[src/sv/assert_macros.svh]
// Assertion macros shared by the RTL.
`ifndef ASSERT_MACROS_SVH
`define ASSERT_MACROS_SVH

// Checked on every clock edge outside reset.
`define ASSERT_CLK(label, prop, msg) \
  label: assert property (@(posedge clk) disable iff (rst) prop) else $error(msg);

// Checked on every clock edge, reset included.
`define ASSERT_ALWAYS(label, prop, msg) \
  label: assert property (@(posedge clk) prop) else $error(msg);

`endif

[src/sv/cal_pkg.sv]
// Types and constants of the configuration argument lexer.
package cal_pkg;

  localparam int LINE_BITS  = 32;
  localparam int OUT_LINE_W = 32;
  localparam int FIFO_DEPTH = 4;
  localparam int PTR_BITS   = $clog2(FIFO_DEPTH);
  localparam int CNT_BITS   = $clog2(FIFO_DEPTH + 1);
  localparam int TDATA_W    = ((8 + 3 + OUT_LINE_W + 7) / 8) * 8;

  localparam logic [7:0] CH_TAB   = 8'h09;
  localparam logic [7:0] CH_LF    = 8'h0A;
  localparam logic [7:0] CH_CR    = 8'h0D;
  localparam logic [7:0] CH_SPACE = 8'h20;
  localparam logic [7:0] CH_DQ    = 8'h22;
  localparam logic [7:0] CH_HASH  = 8'h23;
  localparam logic [7:0] CH_SQ    = 8'h27;
  localparam logic [7:0] CH_BSL   = 8'h5C;
  localparam logic [7:0] CH_T     = 8'h74;
  localparam logic [7:0] CH_N     = 8'h6E;
  localparam logic [7:0] CH_R     = 8'h72;

  typedef enum logic [1:0] {
    K_BYTE = 2'd0,
    K_AEND = 2'd1,
    K_SEND = 2'd2,
    K_ERR  = 2'd3
  } kind_t;

  typedef enum logic [2:0] {
    E_NONE      = 3'd0,
    E_EOL_QUOTE = 3'd1,
    E_CTL_QUOTE = 3'd2,
    E_EOL_ESC   = 3'd3,
    E_BAD_ESC   = 3'd4
  } err_t;

  typedef enum logic [7:0] {
    M_BETWEEN = 8'b0000_0001,
    M_COMMENT = 8'b0000_0010,
    M_ARG     = 8'b0000_0100,
    M_DQ      = 8'b0000_1000,
    M_SQ      = 8'b0001_0000,
    M_ESC     = 8'b0010_0000,
    M_DONE    = 8'b0100_0000,
    M_ERROR   = 8'b1000_0000
  } mode_t;

  typedef struct packed {
    kind_t                   kind;
    logic [7:0]              arg_char;
    err_t                    error_code;
    logic [OUT_LINE_W-1:0]   line_number;
    logic                    last;
  } res_t;

endpackage

[src/sv/config_argument_lexer.sv]
// Configuration argument lexer: splits a byte stream into arguments.
// The lexer takes one byte (or, with s_tlast high, an end-of-stream mark) per cycle while
// s_tready is high and registers its new mode on every accepted input; results go into a
// 4-entry output FIFO, and s_tready is high while at least two entries are free. An input
// gives zero, one or two results (two only when the stream ends inside an argument);
// m_tvalid/m_tready drain one result per cycle, so the sustained rate is one input per
// cycle as long as results are taken at least as fast as they are made. Errors are sticky
// until rst; line numbers start at 1 and saturate.
`include "assert_macros.svh"

module config_argument_lexer (
  input  logic                      clk,
  input  logic                      rst,
  input  logic                      s_tvalid,
  output logic                      s_tready,
  input  logic [7:0]                s_tdata,   // [7:0] in_byte
  input  logic                      s_tlast,   // is_end
  output logic                      m_tvalid,
  input  logic                      m_tready,
  output logic [cal_pkg::TDATA_W-1:0] m_tdata, // [7:0] arg_char, [10:8] error_code,
                                               // [42:11] line_number, rest zero
  output logic [1:0]                m_tuser,   // kind
  output logic                      m_tlast    // last
);
  import cal_pkg::*;

  mode_t                mode, mode_next;
  err_t                 err_code, err_code_next;
  logic [LINE_BITS-1:0] line_count, line_count_next;

  res_t                 fifo [FIFO_DEPTH];
  logic [PTR_BITS-1:0]  wr_ptr, rd_ptr;
  logic [CNT_BITS-1:0]  count;

  logic                 accept, pop;
  logic [1:0]           push_n;
  logic [63:0]          line_ext;
  logic [OUT_LINE_W-1:0] line_now;
  logic [7:0]           c;
  logic                 is_end, is_sep, count_lf;
  kind_t                k0, k1;
  logic [7:0]           ch0;
  err_t                 code0;
  logic [1:0]           n_res;
  res_t                 r0, r1;
  res_t                 head;
  logic                 err_out;

  assign c      = s_tdata;
  assign is_end = s_tlast;
  assign is_sep = (c == CH_TAB) || (c == CH_LF) || (c == CH_CR) || (c == CH_SPACE);

  assign line_ext = 64'(line_count);
  assign line_now = (line_ext > 64'(OUT_LINE_W'('1))) ? '1 : line_ext[OUT_LINE_W-1:0];

  assign s_tready = (count <= CNT_BITS'(FIFO_DEPTH - 2));
  assign accept   = s_tvalid && s_tready;
  assign head     = fifo[rd_ptr];
  assign m_tvalid = (count != '0);
  assign pop      = m_tvalid && m_tready;
  assign m_tdata  = TDATA_W'({head.line_number, head.error_code, head.arg_char});
  assign m_tuser  = head.kind;
  assign m_tlast  = head.last;
  assign err_out  = m_tvalid && (head.kind == K_ERR);

  // Mode update and results for the byte at the input.
  always_comb begin
    mode_next     = mode;
    err_code_next = err_code;
    count_lf      = 1'b0;
    n_res         = 2'd0;
    k0            = K_BYTE;
    k1            = K_SEND;
    ch0           = 8'h00;
    code0         = E_NONE;
    unique case (mode)
      M_BETWEEN, M_ARG: begin
        if (is_end) begin
          mode_next = M_DONE;
          if (mode == M_ARG) begin
            k0    = K_AEND;
            n_res = 2'd2;
          end else begin
            k0    = K_SEND;
            n_res = 2'd1;
          end
        end else if (c == CH_HASH || is_sep) begin
          if (mode == M_ARG) begin
            k0    = K_AEND;
            n_res = 2'd1;
          end
          count_lf  = (c == CH_LF);
          mode_next = (c == CH_HASH) ? M_COMMENT : M_BETWEEN;
        end else if (c == CH_DQ) begin
          mode_next = M_DQ;
        end else if (c == CH_SQ) begin
          mode_next = M_SQ;
        end else if (c == CH_BSL) begin
          mode_next = M_ESC;
        end else begin
          mode_next = M_ARG;
          ch0       = c;
          n_res     = 2'd1;
        end
      end
      M_COMMENT: begin
        if (is_end) begin
          mode_next = M_DONE;
          k0        = K_SEND;
          n_res     = 2'd1;
        end else if (c == CH_LF) begin
          count_lf  = 1'b1;
          mode_next = M_BETWEEN;
        end
      end
      M_DQ, M_SQ: begin
        if (is_end || c == CH_LF || c == CH_TAB || c == CH_CR) begin
          mode_next     = M_ERROR;
          code0         = (is_end || c == CH_LF) ? E_EOL_QUOTE : E_CTL_QUOTE;
          err_code_next = code0;
          k0            = K_ERR;
          n_res         = 2'd1;
        end else if (c == ((mode == M_DQ) ? CH_DQ : CH_SQ)) begin
          mode_next = M_ARG;
        end else begin
          ch0   = c;
          n_res = 2'd1;
        end
      end
      M_ESC: begin
        n_res     = 2'd1;
        mode_next = M_ARG;
        if (is_end || c == CH_LF) begin
          mode_next     = M_ERROR;
          code0         = E_EOL_ESC;
          err_code_next = code0;
          k0            = K_ERR;
        end else if (c == CH_T) begin
          ch0 = CH_TAB;
        end else if (c == CH_N) begin
          ch0 = CH_LF;
        end else if (c == CH_R) begin
          ch0 = CH_CR;
        end else if (c == CH_SPACE || c == CH_DQ || c == CH_HASH || c == CH_SQ ||
                     c == CH_BSL) begin
          ch0 = c;
        end else begin
          mode_next     = M_ERROR;
          code0         = E_BAD_ESC;
          err_code_next = code0;
          k0            = K_ERR;
        end
      end
      M_DONE: begin
        k0    = K_SEND;
        n_res = 2'd1;
      end
      default: begin
        k0    = K_ERR;
        code0 = err_code;
        n_res = 2'd1;
      end
    endcase

    line_count_next = line_count;
    if (count_lf && line_count != '1) begin
      line_count_next = line_count + LINE_BITS'(1);
    end

    r0.kind        = k0;
    r0.arg_char    = ch0;
    r0.error_code  = code0;
    r0.line_number = line_now;
    r0.last        = (n_res == 2'd1);
    r1.kind        = k1;
    r1.arg_char    = 8'h00;
    r1.error_code  = E_NONE;
    r1.line_number = line_now;
    r1.last        = 1'b1;
  end

  assign push_n = accept ? n_res : 2'd0;

  always_ff @(posedge clk) begin
    if (rst) begin
      mode       <= M_BETWEEN;
      err_code   <= E_NONE;
      line_count <= LINE_BITS'(1);
      wr_ptr     <= '0;
      rd_ptr     <= '0;
      count      <= '0;
    end else begin
      if (accept) begin
        mode       <= mode_next;
        err_code   <= err_code_next;
        line_count <= line_count_next;
      end
      wr_ptr <= wr_ptr + PTR_BITS'(push_n);
      if (pop) begin
        rd_ptr <= rd_ptr + PTR_BITS'(1);
      end
      count <= count + CNT_BITS'(push_n) - CNT_BITS'(pop);
    end
  end

  // Result storage, no reset needed.
  always_ff @(posedge clk) begin
    if (push_n != 2'd0) begin
      fifo[wr_ptr] <= r0;
    end
    if (push_n == 2'd2) begin
      fifo[wr_ptr + PTR_BITS'(1)] <= r1;
    end
  end

  `ASSERT_ALWAYS(a_reset_empty, rst |=> (count == '0 && mode == M_BETWEEN), "bad reset state")
  `ASSERT_CLK(a_count_bound, count <= CNT_BITS'(FIFO_DEPTH), "result FIFO overflow")
  `ASSERT_CLK(a_err_code_set, (mode == M_ERROR) |-> (err_code != E_NONE), "error without code")
  `ASSERT_CLK(a_err_out_code, err_out |-> (m_tdata[10:8] != 3'd0), "error result without code")
  `ASSERT_CLK(a_done_sticky, (accept && mode == M_DONE) |=> (mode == M_DONE), "left stream-end mode")
  `ASSERT_CLK(a_err_sticky, (mode == M_ERROR) |=> (mode == M_ERROR && $stable(err_code)), "error lost")

endmodule
[config.mk]
export PLATFORM = sky130hd
export DESIGN_NAME = config_argument_lexer
export DESIGN_NICKNAME = d
export VERILOG_FILES = /design/src/sv/cal_pkg.sv /design/src/sv/config_argument_lexer.sv
export VERILOG_INCLUDE_DIRS = /design/src /design/src/sv
export SDC_FILE = /design/constraint.sdc
export NUM_CORES = 1
export LEC_CHECK = 0
export BUFFER_PORTS_ARGS = -buffer_cell sky130_fd_sc_hd__buf_2
export CORE_MARGIN = 2
export CORE_UTILIZATION = 56
export CTS_BUF_LIST = sky130_fd_sc_hd__clkbuf_4 sky130_fd_sc_hd__clkbuf_8
export DETAILED_ROUTE_END_ITERATION = 8
export HOLD_SLACK_MARGIN = 0.06
export PLACE_DENSITY = 0.74
export RECOVER_POWER = 25
export SYNTH_ARGS = -nofsm -noshare
export SYNTH_HDL_FRONTEND = slang
export SYNTH_SLANG_ARGS = --single-unit
[constraint.sdc]
create_clock -name clk -period 3.7 [get_ports clk]
set_input_delay 0.185 -clock clk [delete_from_list [all_inputs] [get_ports clk]]
set_output_delay 0.185 -clock clk [all_outputs]
set_load 0.02 [all_outputs]
==> flow_metrics.py, run 1 <==
metrics = {
    "cells_and_area": {
        "regArea_sq_um": 6010,
        "n_antenna_cell": 0,
        "area_growth_pct": 11.1,
        "final_area_sq_um": 12500,
        "drive_above_1_share_pct": 15.4,
        "fillers": 1584,
        "final_nets": 1062,
        "multi_input_area_sq_um": 4780,
    },
    "status": {
        "outcome": "finished clean",
    },
    "setup_path": {
        "rr_worst_depth": 14,
        "cp_common_cell": "clkbuf_2",
        "crit_fanout": 24,
        "cp-start-kind": "flop",
        "path_buf_inv": 2,
        "critPathMaxStageDelay_ns": 1.27,
        "setup.worst_path.end_class": "output pin",
        "cpLargestDelayFamily": "flip-flops",
        "rr_startpoint": "mode[4]$_SDFFE_PP0P_",
        "cp-endpoint": "m_tdata[30]",
        "criticalPathCategory": "flop to output pin",
        "critPathRequiredTime_ns": 3.51,
        "slowest_stage": "dfxtp_1",
        "timing.rr.end": "count[2]$_SDFF_PP0_",
        "ff2ff_setup_slack_ns": 0.41,
        "worstPathCellList": "clkbuf_2, mux4_2, clkbuf_2",
        "crit_cells": 3,
        "arrival_ns": 3.22,
    },
    "logic_synthesis": {
        "syn_area_per_cell_sq_um": 11.4,
        "synth_top_area_share_pct": 34.3,
        "synth_ff_type": "edfxtp_1",
        "synth_top_family_by_area": "simple AND/OR/NAND/NOR gates",
        "yosysTopAreaCell": "edfxtp_1",
        "synthesis.area_sq_um": 11200,
        "synthTopCellsByArea": "edfxtp_1 (34%), dfxtp_1 (19%), mux4_2 (9.2%)",
        "synthCells": 984,
        "synth-edff-count": 128,
        "synthArstFlopShare_pct": 0,
        "netlist-cell-type-count": 66,
        "synth_fa_ha_area_share_pct": 0.960,
        "yosys.cell_count.top_type": "edfxtp_1",
        "synthMuxAreaShare_pct": 10.9,
        "yosysSeqAreaShare_pct": 53.6,
        "synth-xor-area-share_pct": 2.97,
        "synth_compound_area_share_pct": 7.41,
        "ys_ff_latch": 236,
        "synthTopCellsByCount": "edfxtp_1 (128), dfxtp_1 (108), nor2b_1 (103)",
        "yosys_warnings": 0,
        "yosys.area_share.simple_pct": 20.4,
    },
    "sta": {
        "finClkSkew_ns": 0.0261,
        "min_period_over_period_pct": 92.0,
        "slew_viol_final": 0,
        "slew-limit-headroom_pct": 4.45,
        "finalHoldViolations": 0,
        "worstMarginPinSlew_ns": 1.43,
        "tns_ns": 0,
        "rsz0062_at_grt": "no",
        "max_freq_mhz": 294,
        "setup_viol": 0,
        "min_period_ns": 3.40,
    },
    "power": {
        "pwr_density_cell_nw_per_um2": 640,
        "irDropWorstVdd_mv": 0.297,
        "power_leakage_nw": 4.15,
    },
    "cts": {
        "post_cts_resized": 0,
        "clk_pin_slew_ns": 0.06,
        "holdBufCountCts": 0,
        "htreeDepth": 2,
        "post_cts_buffers": 0,
        "cts_tree": "done",
        "cts.path.max_buffers": 3,
        "worstSkewPairLatency_ns": 0.54,
        "cts_buffers": 39,
        "clock_sinks": 236,
        "cts-root-buf": "clkbuf_8",
    },
    "routing": {
        "drc_errors": 0,
        "wl_per_cell_um": 18.5,
        "drt_iter0_markers": 597,
        "via_per_inst": 5.76,
        "dr.pass1.iters": 5,
        "final_antenna_net_count": 0,
        "routed_wl_um": 24600,
        "vias": 7686,
    },
    "placement": {
        "dpl-instance-area_sq_um": 11800,
        "io_buffer_count": 60,
        "gp_congestion": 0.941,
        "hpwl_um": 15700,
    },
    "global_routing": {
        "antenna_found_initial": 0,
        "grt_pass1_vias": 7470,
        "grt_start_max_net_pins": 53,
        "gr-total-overflow": 0,
        "grt_pass1_wl_um": 39600,
        "grt_usage_pct": 23.4,
    },
    "die": {
        "num_io_pins": 66,
        "coreArea_sq_um": 19500,
        "die-area_sq_um": 21200,
        "rows": 51,
        "start_util_pct": 57.4,
        "dieWidth_um": 146,
        "dieHeight_um": 146,
    },
    "run": {
        "drv_cap": 0,
    },
    "worst_hold_path": {
        "hp-class": "input port to flop",
        "hp-start": "s_tdata[2]",
    },
}
-- routing by layer --
metal	GRT usage (%)	vias up	part of all wire [%]
met3	4.23	51	5.6
met1	30.1	3730	43
met2	39.6	217	49
met5	0	-	0
met4	8.77	0	2.7
li1	-	3688	-
-- layout make-up --
type                       count  area share [%]
inverter                      23           0.693
multi-input combinational    658            38.4
sequential                   236            48.2
clock inverter                10           0.402
clock buffer                  60            6.03
timing repair buffer          83            3.59
tap                          265            2.66
-- through the flow --
step	power, mW	utilization (%)	cells	setup slack (ns)	hold slack (ns)
2_1_floorplan	5.11	-	988	0.256	0.422
3_3_place_gp	5.79	60.2	1265	0.368	0.433
3_5_place_dp	5.84	60.2	1265	0.305	0.437
4_1_cts	8.14	64.3	1335	0.295	0.0830
5_1_grt	8.35	63.8	1335	0.0718	0.111
6_report	7.97	63.8	1335	0.297	0.111
-- power by group --
group          leakage, nW  switching, mW  internal (mW)  total, mW
clock network        0.425           1.01           1.29       2.31
logic                 1.65           1.33          0.897       2.23
registers             2.07          0.243           3.20       3.44
total                 4.15           2.59           5.39       7.97
-- cell usage in the layout (no fill, tap or decap), drive strengths merged, types with 6 or more instances in the layout --
master,instances
edfxtp,128
clkbuf,114
dfxtp,108
nor2b,103
nor2,94
nand2,72
mux4,46
and2,34
xnor2,31
buf,29
o21ai,28
a21oi,25
inv,23
nand3,22
nor3,21
nor4,20
mux2i,18
or3,10
a22o,10
nand4,9
a211oi,9
clkinv,9
nor3b,8
xor2,7
and4,7
ha,7
and3,6
o2bb2ai,6
-- worst min-delay path: cells and delay by family --
family          cells  cell delay (ns)
simple gates        2             0.16
compound gates      1             0.05
buf+inv             1             0.17
-- kinds of logic after synthesis --
kind of cell,after synthesis
xor gates and xnor gates,38
other,1
buffers and inverters,94
AOI/OAI and AO/OA,114
muxes,65
DFF,236
adders and majority gates,8
and+or+nand+nor,428
-- worst min path at each step --
stage	slack (ns)	cells past startpoint	to
global placement	0.43	2	fifo[0][0]$_SDFFE_PP1N_
global route	0.11	4	mode[4]$_SDFFE_PP0P_
floorplan	0.42	2	fifo[2][0]$_SDFFE_PP1N_
CTS	0.08	4	mode[4]$_SDFFE_PP0P_
finish	0.11	4	mode[4]$_SDFFE_PP0P_
detailed placement	0.44	2	fifo[2][0]$_SDFFE_PP1N_
-- flip-flops by register name, summed over array words and instances, names as in the netlist, named ones only --
signal	flops
fifo	184
mode	8
wr_ptr	2
rd_ptr	2
err_code	3
count	3
line_count	32
Note: power is estimated with default switching activity, not from simulation.
==> inputs of run 2 (changes only) <==
- CORE_ASPECT_RATIO: not set -> 1.4
- clock period: 3.7 -> 3.9 ns (I/O delays scaled with it)
==> run 2 against run 1 <==
  * The run now ends with max-capacitance violations, max-slew violations left
  * First-iteration DRC count is 28% lower
  * Final area decreased by 0.51%
  * Critical path depth grew 11
  * Register-to-register slack got worse by 0.096 ns
  * Non-clock buffer count shrank 1
  * Clock skew fell by 0.0028 ns
  * Hold slack gained 0.044 ns
  * Setup slack improved by 0.017 ns
  * Critical endpoint is now count[2]$_SDFF_PP0_
  * Highest routed layer unchanged
==> flow_metrics.py, run 2 (same netlist as run 1, synthesis figures left out) <==
metrics = {
    "power": {
        "pwr_density_cell_nw_per_um2": 606,
        "power_leakage_nw": 4.12,
        "sw_frac_of_total_pct": 32.3,
        "p_switching_mw": 2.42,
        "p_clk_share_pct": 28.8,
        "irDropWorstVdd_mv": 0.481,
        "seqPwrFrac_pct": 43.9,
        "p_comb_share_pct": 27.2,
        "internal_power_mw": 5.08,
    },
    "sta": {
        "max_freq_mhz": 279,
        "setup_ws_ns": 0.314,
        "slew-limit-headroom_pct": -21.3,
        "min_period_over_period_pct": 91.9,
        "finalHoldViolations": 0,
        "min_period_ns": 3.59,
        "finClkSkew_ns": 0.0233,
        "tns_ns": 0,
        "rsz0062_at_grt": "no",
        "slew_viol_final": 41,
        "worstMarginPinSlew_ns": 1.80,
        "setup_viol": 0,
        "hold_slack_ns": 0.156,
    },
    "global_routing": {
        "gr-total-overflow": 0,
        "grt_usage_pct": 24.4,
        "antenna_found_initial": 0,
        "grt_pass1_wl_um": 40200,
        "grt_pass1_vias": 7795,
        "grt_start_max_net_pins": 53,
    },
    "die": {
        "die-area_sq_um": 21200,
        "rows": 61,
        "start_util_pct": 56.7,
        "num_io_pins": 66,
        "dieHeight_um": 171,
        "dieWidth_um": 124,
        "coreArea_sq_um": 19800,
    },
    "routing": {
        "via_per_inst": 5.82,
        "drc_errors": 0,
        "final_antenna_net_count": 0,
        "routed_wl_um": 24800,
        "drt_iter0_markers": 429,
        "dr.pass1.iters": 5,
        "vias": 7663,
        "wl_per_cell_um": 18.8,
    },
    "setup_path": {
        "setup.worst_path.end_class": "flop",
        "ff2ff_setup_slack_ns": 0.31,
        "arrival_ns": 3.95,
        "critPathRequiredTime_ns": 4.27,
        "criticalPathCategory": "flop to flop",
        "crit_fanout": 8,
        "cp-start-kind": "flop",
    },
    "cts": {
        "cts_tree": "done",
        "post_cts_resized": 0,
        "clock_sinks": 236,
        "cts.path.max_buffers": 3,
        "holdBufCountCts": 0,
        "htreeDepth": 2,
        "cts-root-buf": "clkbuf_8",
        "post_cts_buffers": 0,
        "cts_buffers": 36,
        "clk_pin_slew_ns": 0.06,
        "worstSkewPairLatency_ns": 0.52,
    },
    "cells_and_area": {
        "utilization_pct": 62.7,
        "regArea_sq_um": 6010,
        "area_growth_pct": 10.5,
        "fillers": 1613,
        "layout_common_cells": "edfxtp_1 (128), dfxtp_1 (107), nor2b_1 (103), nor2_1 (90), nand2_1 (72)",
        "n_antenna_cell": 0,
        "final_common_cell": "edfxtp_1",
        "final_nets": 1058,
        "largest_register_ff_count": 184,
        "finalNonFillerCells": 1317,
        "drive_above_1_share_pct": 14.6,
        "multi_input_area_sq_um": 4780,
        "reg_top3": "fifo: 184 flops, line_count: 32 flops, mode: 8 flops",
        "regMostFlops": "fifo",
    },
    "worst_hold_path": {
        "hp-class": "input port to flop",
    },
    "run": {
        "drv_cap": 2,
    },
    "status": {
        "violations": "max-capacitance violations, max-slew violations",
        "outcome": "finished with violations",
    },
    "placement": {
        "placed_cells": 1251,
        "gp_congestion": 0.901,
        "io_buffer_count": 60,
        "place_ws_ns": 0.398,
        "hpwl_um": 16400,
    },
}
==> run 2: critical path, stage by stage, from the launching register on <==
cell,delay (ns)
dfxtp_1,0.35
or3_1,0.40
or4_1,0.68
nor2_1,0.15
a32oi_1,0.28
a21oi_1,0.28
inv_1,0.07
ha_1,0.26
inv_1,0.06
ha_1,0.13
inv_1,0.04
fa_1,0.37
xnor2_1,0.19
xnor2_1,0.14
nor2_1,0.05
==> run 2: stage by stage <==
stage | power [mW] | area [sq um]
after floorplan | 4.85 | 11200
after global placement | 5.46 | 11700
after detailed placement | 5.50 | 11700
after CTS | 7.66 | 12500
after global routing | 7.88 | 12400
final | 7.51 | 12400
==> run 2: area by class of cell <==
class                      instances  share of cell area [%]
clock buffer                      55                    5.40
clock inverter                    11                   0.838
inverter                          23                   0.697
multi-input combinational        658                    38.6
sequential                       236                    48.5
tap                              252                    2.54
timing repair buffer              82                    3.48
==> run 2: power by group through the flow <==
stage                     clock (mW)  sequential [mW]  combinational, mW
after detailed placement           0             3.35               2.15
after global placement             0             3.33               2.13
after CTS                       2.20             3.30               2.16
after floorplan                    0             3.18               1.67
after global routing            2.30             3.35               2.24
final                           2.16             3.30               2.04
==> run 2: per-layer routing <==
layer  wire (um)  track usage [%]
met5           0                0
met3         893             2.92
met4         809             9.78
met2       13200             44.6
met1        9850             28.9
==> run 2: worst paths after layout <==
path,cells past startpoint,to,startpoint
worst max register to register,14,count[2]$_SDFF_PP0_,mode[7]$_SDFFE_PP0P_
worst min register to register,2,fifo[2][0]$_SDFFE_PP1N_,fifo[2][0]$_SDFFE_PP1N_
worst min-delay path,4,mode[4]$_SDFFE_PP0P_,s_tdata[2]
worst max-delay path,14,count[2]$_SDFF_PP0_,mode[7]$_SDFFE_PP0P_
==> inputs of run 3 (changes only) <==
- CORE_ASPECT_RATIO: 1.4 -> 0.7
==> run 3 against run 2 <==
  * The flow still finishes with violations (max-capacitance violations, max-slew violations)
  * Critical path depth did not move
  * Cell count is 2.0% higher
  * Clock-buffer cell count up 2
  * Via count grew 3.1%
==> flow_metrics.py, run 3 (same netlist as run 1, synthesis figures left out) <==
metrics = {
    "die": {
        "start_util_pct": 56.8,
        "dieWidth_um": 173,
        "num_io_pins": 66,
        "die-area_sq_um": 21200,
        "rows": 43,
        "coreArea_sq_um": 19700,
        "dieHeight_um": 122,
    },
    "setup_path": {
        "cp-start-kind": "flop",
        "crit_fanout": 8,
        "timing.rr.end": "count[2]$_SDFF_PP0_",
        "slowest_stage": "or4_1",
        "ff2ff_setup_slack_ns": 0.31,
        "setup.worst_path.end_class": "flop",
        "cp_common_cell": "inv_1",
        "rr_startpoint": "mode[4]$_SDFFE_PP0P_",
        "rr_worst_depth": 14,
        "worstPathCellList": "or3_1, or4_1, nor2_2, a32oi_4, a21oi_1, inv_1, ha_1, inv_1, ha_1, inv_1, fa_1, xnor2_1, xnor2_1, nor2_1",
        "critPathMaxStageDelay_ns": 0.68,
        "critPathRequiredTime_ns": 4.26,
        "arrival_ns": 3.95,
        "criticalPathCategory": "flop to flop",
    },
    "power": {
        "irDropWorstVdd_mv": 0.501,
        "power_mw": 7.56,
        "power_leakage_nw": 4.12,
        "pwr_density_cell_nw_per_um2": 608,
    },
    "cells_and_area": {
        "n_antenna_cell": 0,
        "final_nets": 1067,
        "fillers": 1590,
        "reg_top3": "fifo: 184 flops, line_count: 32 flops, mode: 8 flops",
        "drive_above_1_share_pct": 14.8,
        "layout_common_cells": "edfxtp_1 (128), dfxtp_1 (107), nor2b_1 (103), nor2_1 (91), nand2_1 (72)",
        "largest_register_ff_count": 184,
        "area_growth_pct": 11.0,
        "final_common_cell": "edfxtp_1",
        "regMostFlops": "fifo",
    },
    "routing": {
        "drc_errors": 0,
        "maxUsedRoutingLayer": "met4",
        "met3_length_um": 2260,
        "routed-wl-met2_um": 11000,
        "wl_met1_um": 12200,
        "routed_wl_um": 25900,
        "drt_iter0_markers": 695,
        "final_antenna_net_count": 0,
        "vias": 7903,
        "wl_per_cell_um": 19.3,
        "via_per_inst": 5.88,
        "dr.pass1.iters": 5,
    },
    "cts": {
        "cts.path.max_buffers": 3,
        "cts_buffers": 38,
        "cts_tree": "done",
        "post_cts_resized": 0,
        "worstSkewPairLatency_ns": 0.52,
        "post_cts_buffers": 0,
        "htreeDepth": 2,
        "clock_sinks": 236,
        "cts-root-buf": "clkbuf_8",
        "clk_pin_slew_ns": 0.06,
        "holdBufCountCts": 0,
    },
    "global_routing": {
        "grt_pass1_wl_um": 41300,
        "grt_start_max_net_pins": 63,
        "grt_usage_pct": 25.0,
        "grt_pass1_vias": 7445,
        "gr-total-overflow": 0,
        "antenna_found_initial": 0,
    },
    "status": {
        "violations": "max-capacitance violations, max-slew violations",
        "outcome": "finished with violations",
    },
    "sta": {
        "finalHoldViolations": 0,
        "max_freq_mhz": 279,
        "slew-limit-headroom_pct": -1.28,
        "finClkSkew_ns": 0.0139,
        "setup_viol": 0,
        "rsz0062_at_grt": "no",
        "tns_ns": 0,
        "worstMarginPinSlew_ns": 1.52,
        "setup_ws_ns": 0.313,
        "min_period_ns": 3.59,
        "slew_viol_final": 26,
        "min_period_over_period_pct": 92.0,
    },
    "placement": {
        "gp_congestion": 0.930,
        "hpwl_um": 16700,
        "place_ws_ns": 0.368,
        "io_buffer_count": 60,
    },
    "worst_hold_path": {
        "hp-class": "input port to flop",
        "hold_depth": 4,
        "min_to": "mode[4]$_SDFFE_PP0P_",
        "hp-start": "s_tdata[2]",
    },
    "run": {
        "drv_cap": 1,
    },
}
## run 3: cell count changes in the layout (fill, tap and decap cells not counted), moves of 2 or more
cell      previous run  this run
buf_4               15        17
clkbuf_1            49        53
clkbuf_2             1         3
clkbuf_8            41        43
clkinv_1             5         7
clkinv_2             4         2
## run 3: how the worst max path moves through the flow
| stage | slack (ns) | endpoint | cells past startpoint | from |
|---|---|---|---|---|
| floorplan | 0.46 | fifo[2][10]$_DFFE_PP_ | 11 | mode[3]$_SDFFE_PP0P_ |
| global placement | 0.47 | count[2]$_SDFF_PP0_ | 14 | mode[4]$_SDFFE_PP0P_ |
| detailed placement | 0.37 | count[2]$_SDFF_PP0_ | 14 | mode[4]$_SDFFE_PP0P_ |
| CTS | 0.35 | count[2]$_SDFF_PP0_ | 14 | mode[7]$_SDFFE_PP0P_ |
| global route | 0.04 | count[2]$_SDFF_PP0_ | 14 | mode[4]$_SDFFE_PP0P_ |
| finish | 0.31 | count[2]$_SDFF_PP0_ | 14 | mode[4]$_SDFFE_PP0P_ |
## run 3: area by class of cell
type,instances,area (sq um),area share (%)
multi-input cells,658,4800,38.5
clock inverters,10,71.3,0.573
well taps,270,338,2.71
repair buffers,89,452,3.63
flip-flops and latches,236,6010,48.3
clock buffers,57,697,5.60
inverters,23,86.3,0.694
## run 3: power by group
| part | internal [mW] | leakage (nW) | switching, mW | total [mW] |
|---|---|---|---|---|
| Clock | 1.21 | 0.409 | 0.952 | 2.16 |
| Combinational | 0.824 | 1.64 | 1.35 | 2.17 |
| Sequential | 3.03 | 2.07 | 0.202 | 3.23 |
| Total | 5.06 | 4.12 | 2.50 | 7.56 |
## run 3: worst max-delay path, delay by kind of cell, from the launching register on
family / cells / cell delay [ns]
AO/OA/AOI/OAI: 2 / 0.45
XOR/XNOR: 2 / 0.34
adder cells (fa/ha/maj): 3 / 0.78
buffers and inverters: 3 / 0.18
flip-flops: 1 / 0.37
AND/OR/NAND/NOR: 4 / 1.32
## run 3: metal layers
metal / vias to the layer above / global-route usage [%]
met5: - / 0
met2: 333 / 35.9
met3: 40 / 5.51
li1: 3672 / -
met1: 3858 / 38.4
met4: 0 / 6.51
## run 3: metrics by stage
step	hold WS, ns	util (%)	std cells	cell area (sq um)
after floorplan	0.422	-	988	11200
after global placement	0.436	59.7	1276	11800
after detailed placement	0.439	59.7	1276	11800
after CTS	0.126	63.6	1343	12600
after global routing	0.162	63.0	1343	12400
final	0.147	63.0	1343	12400
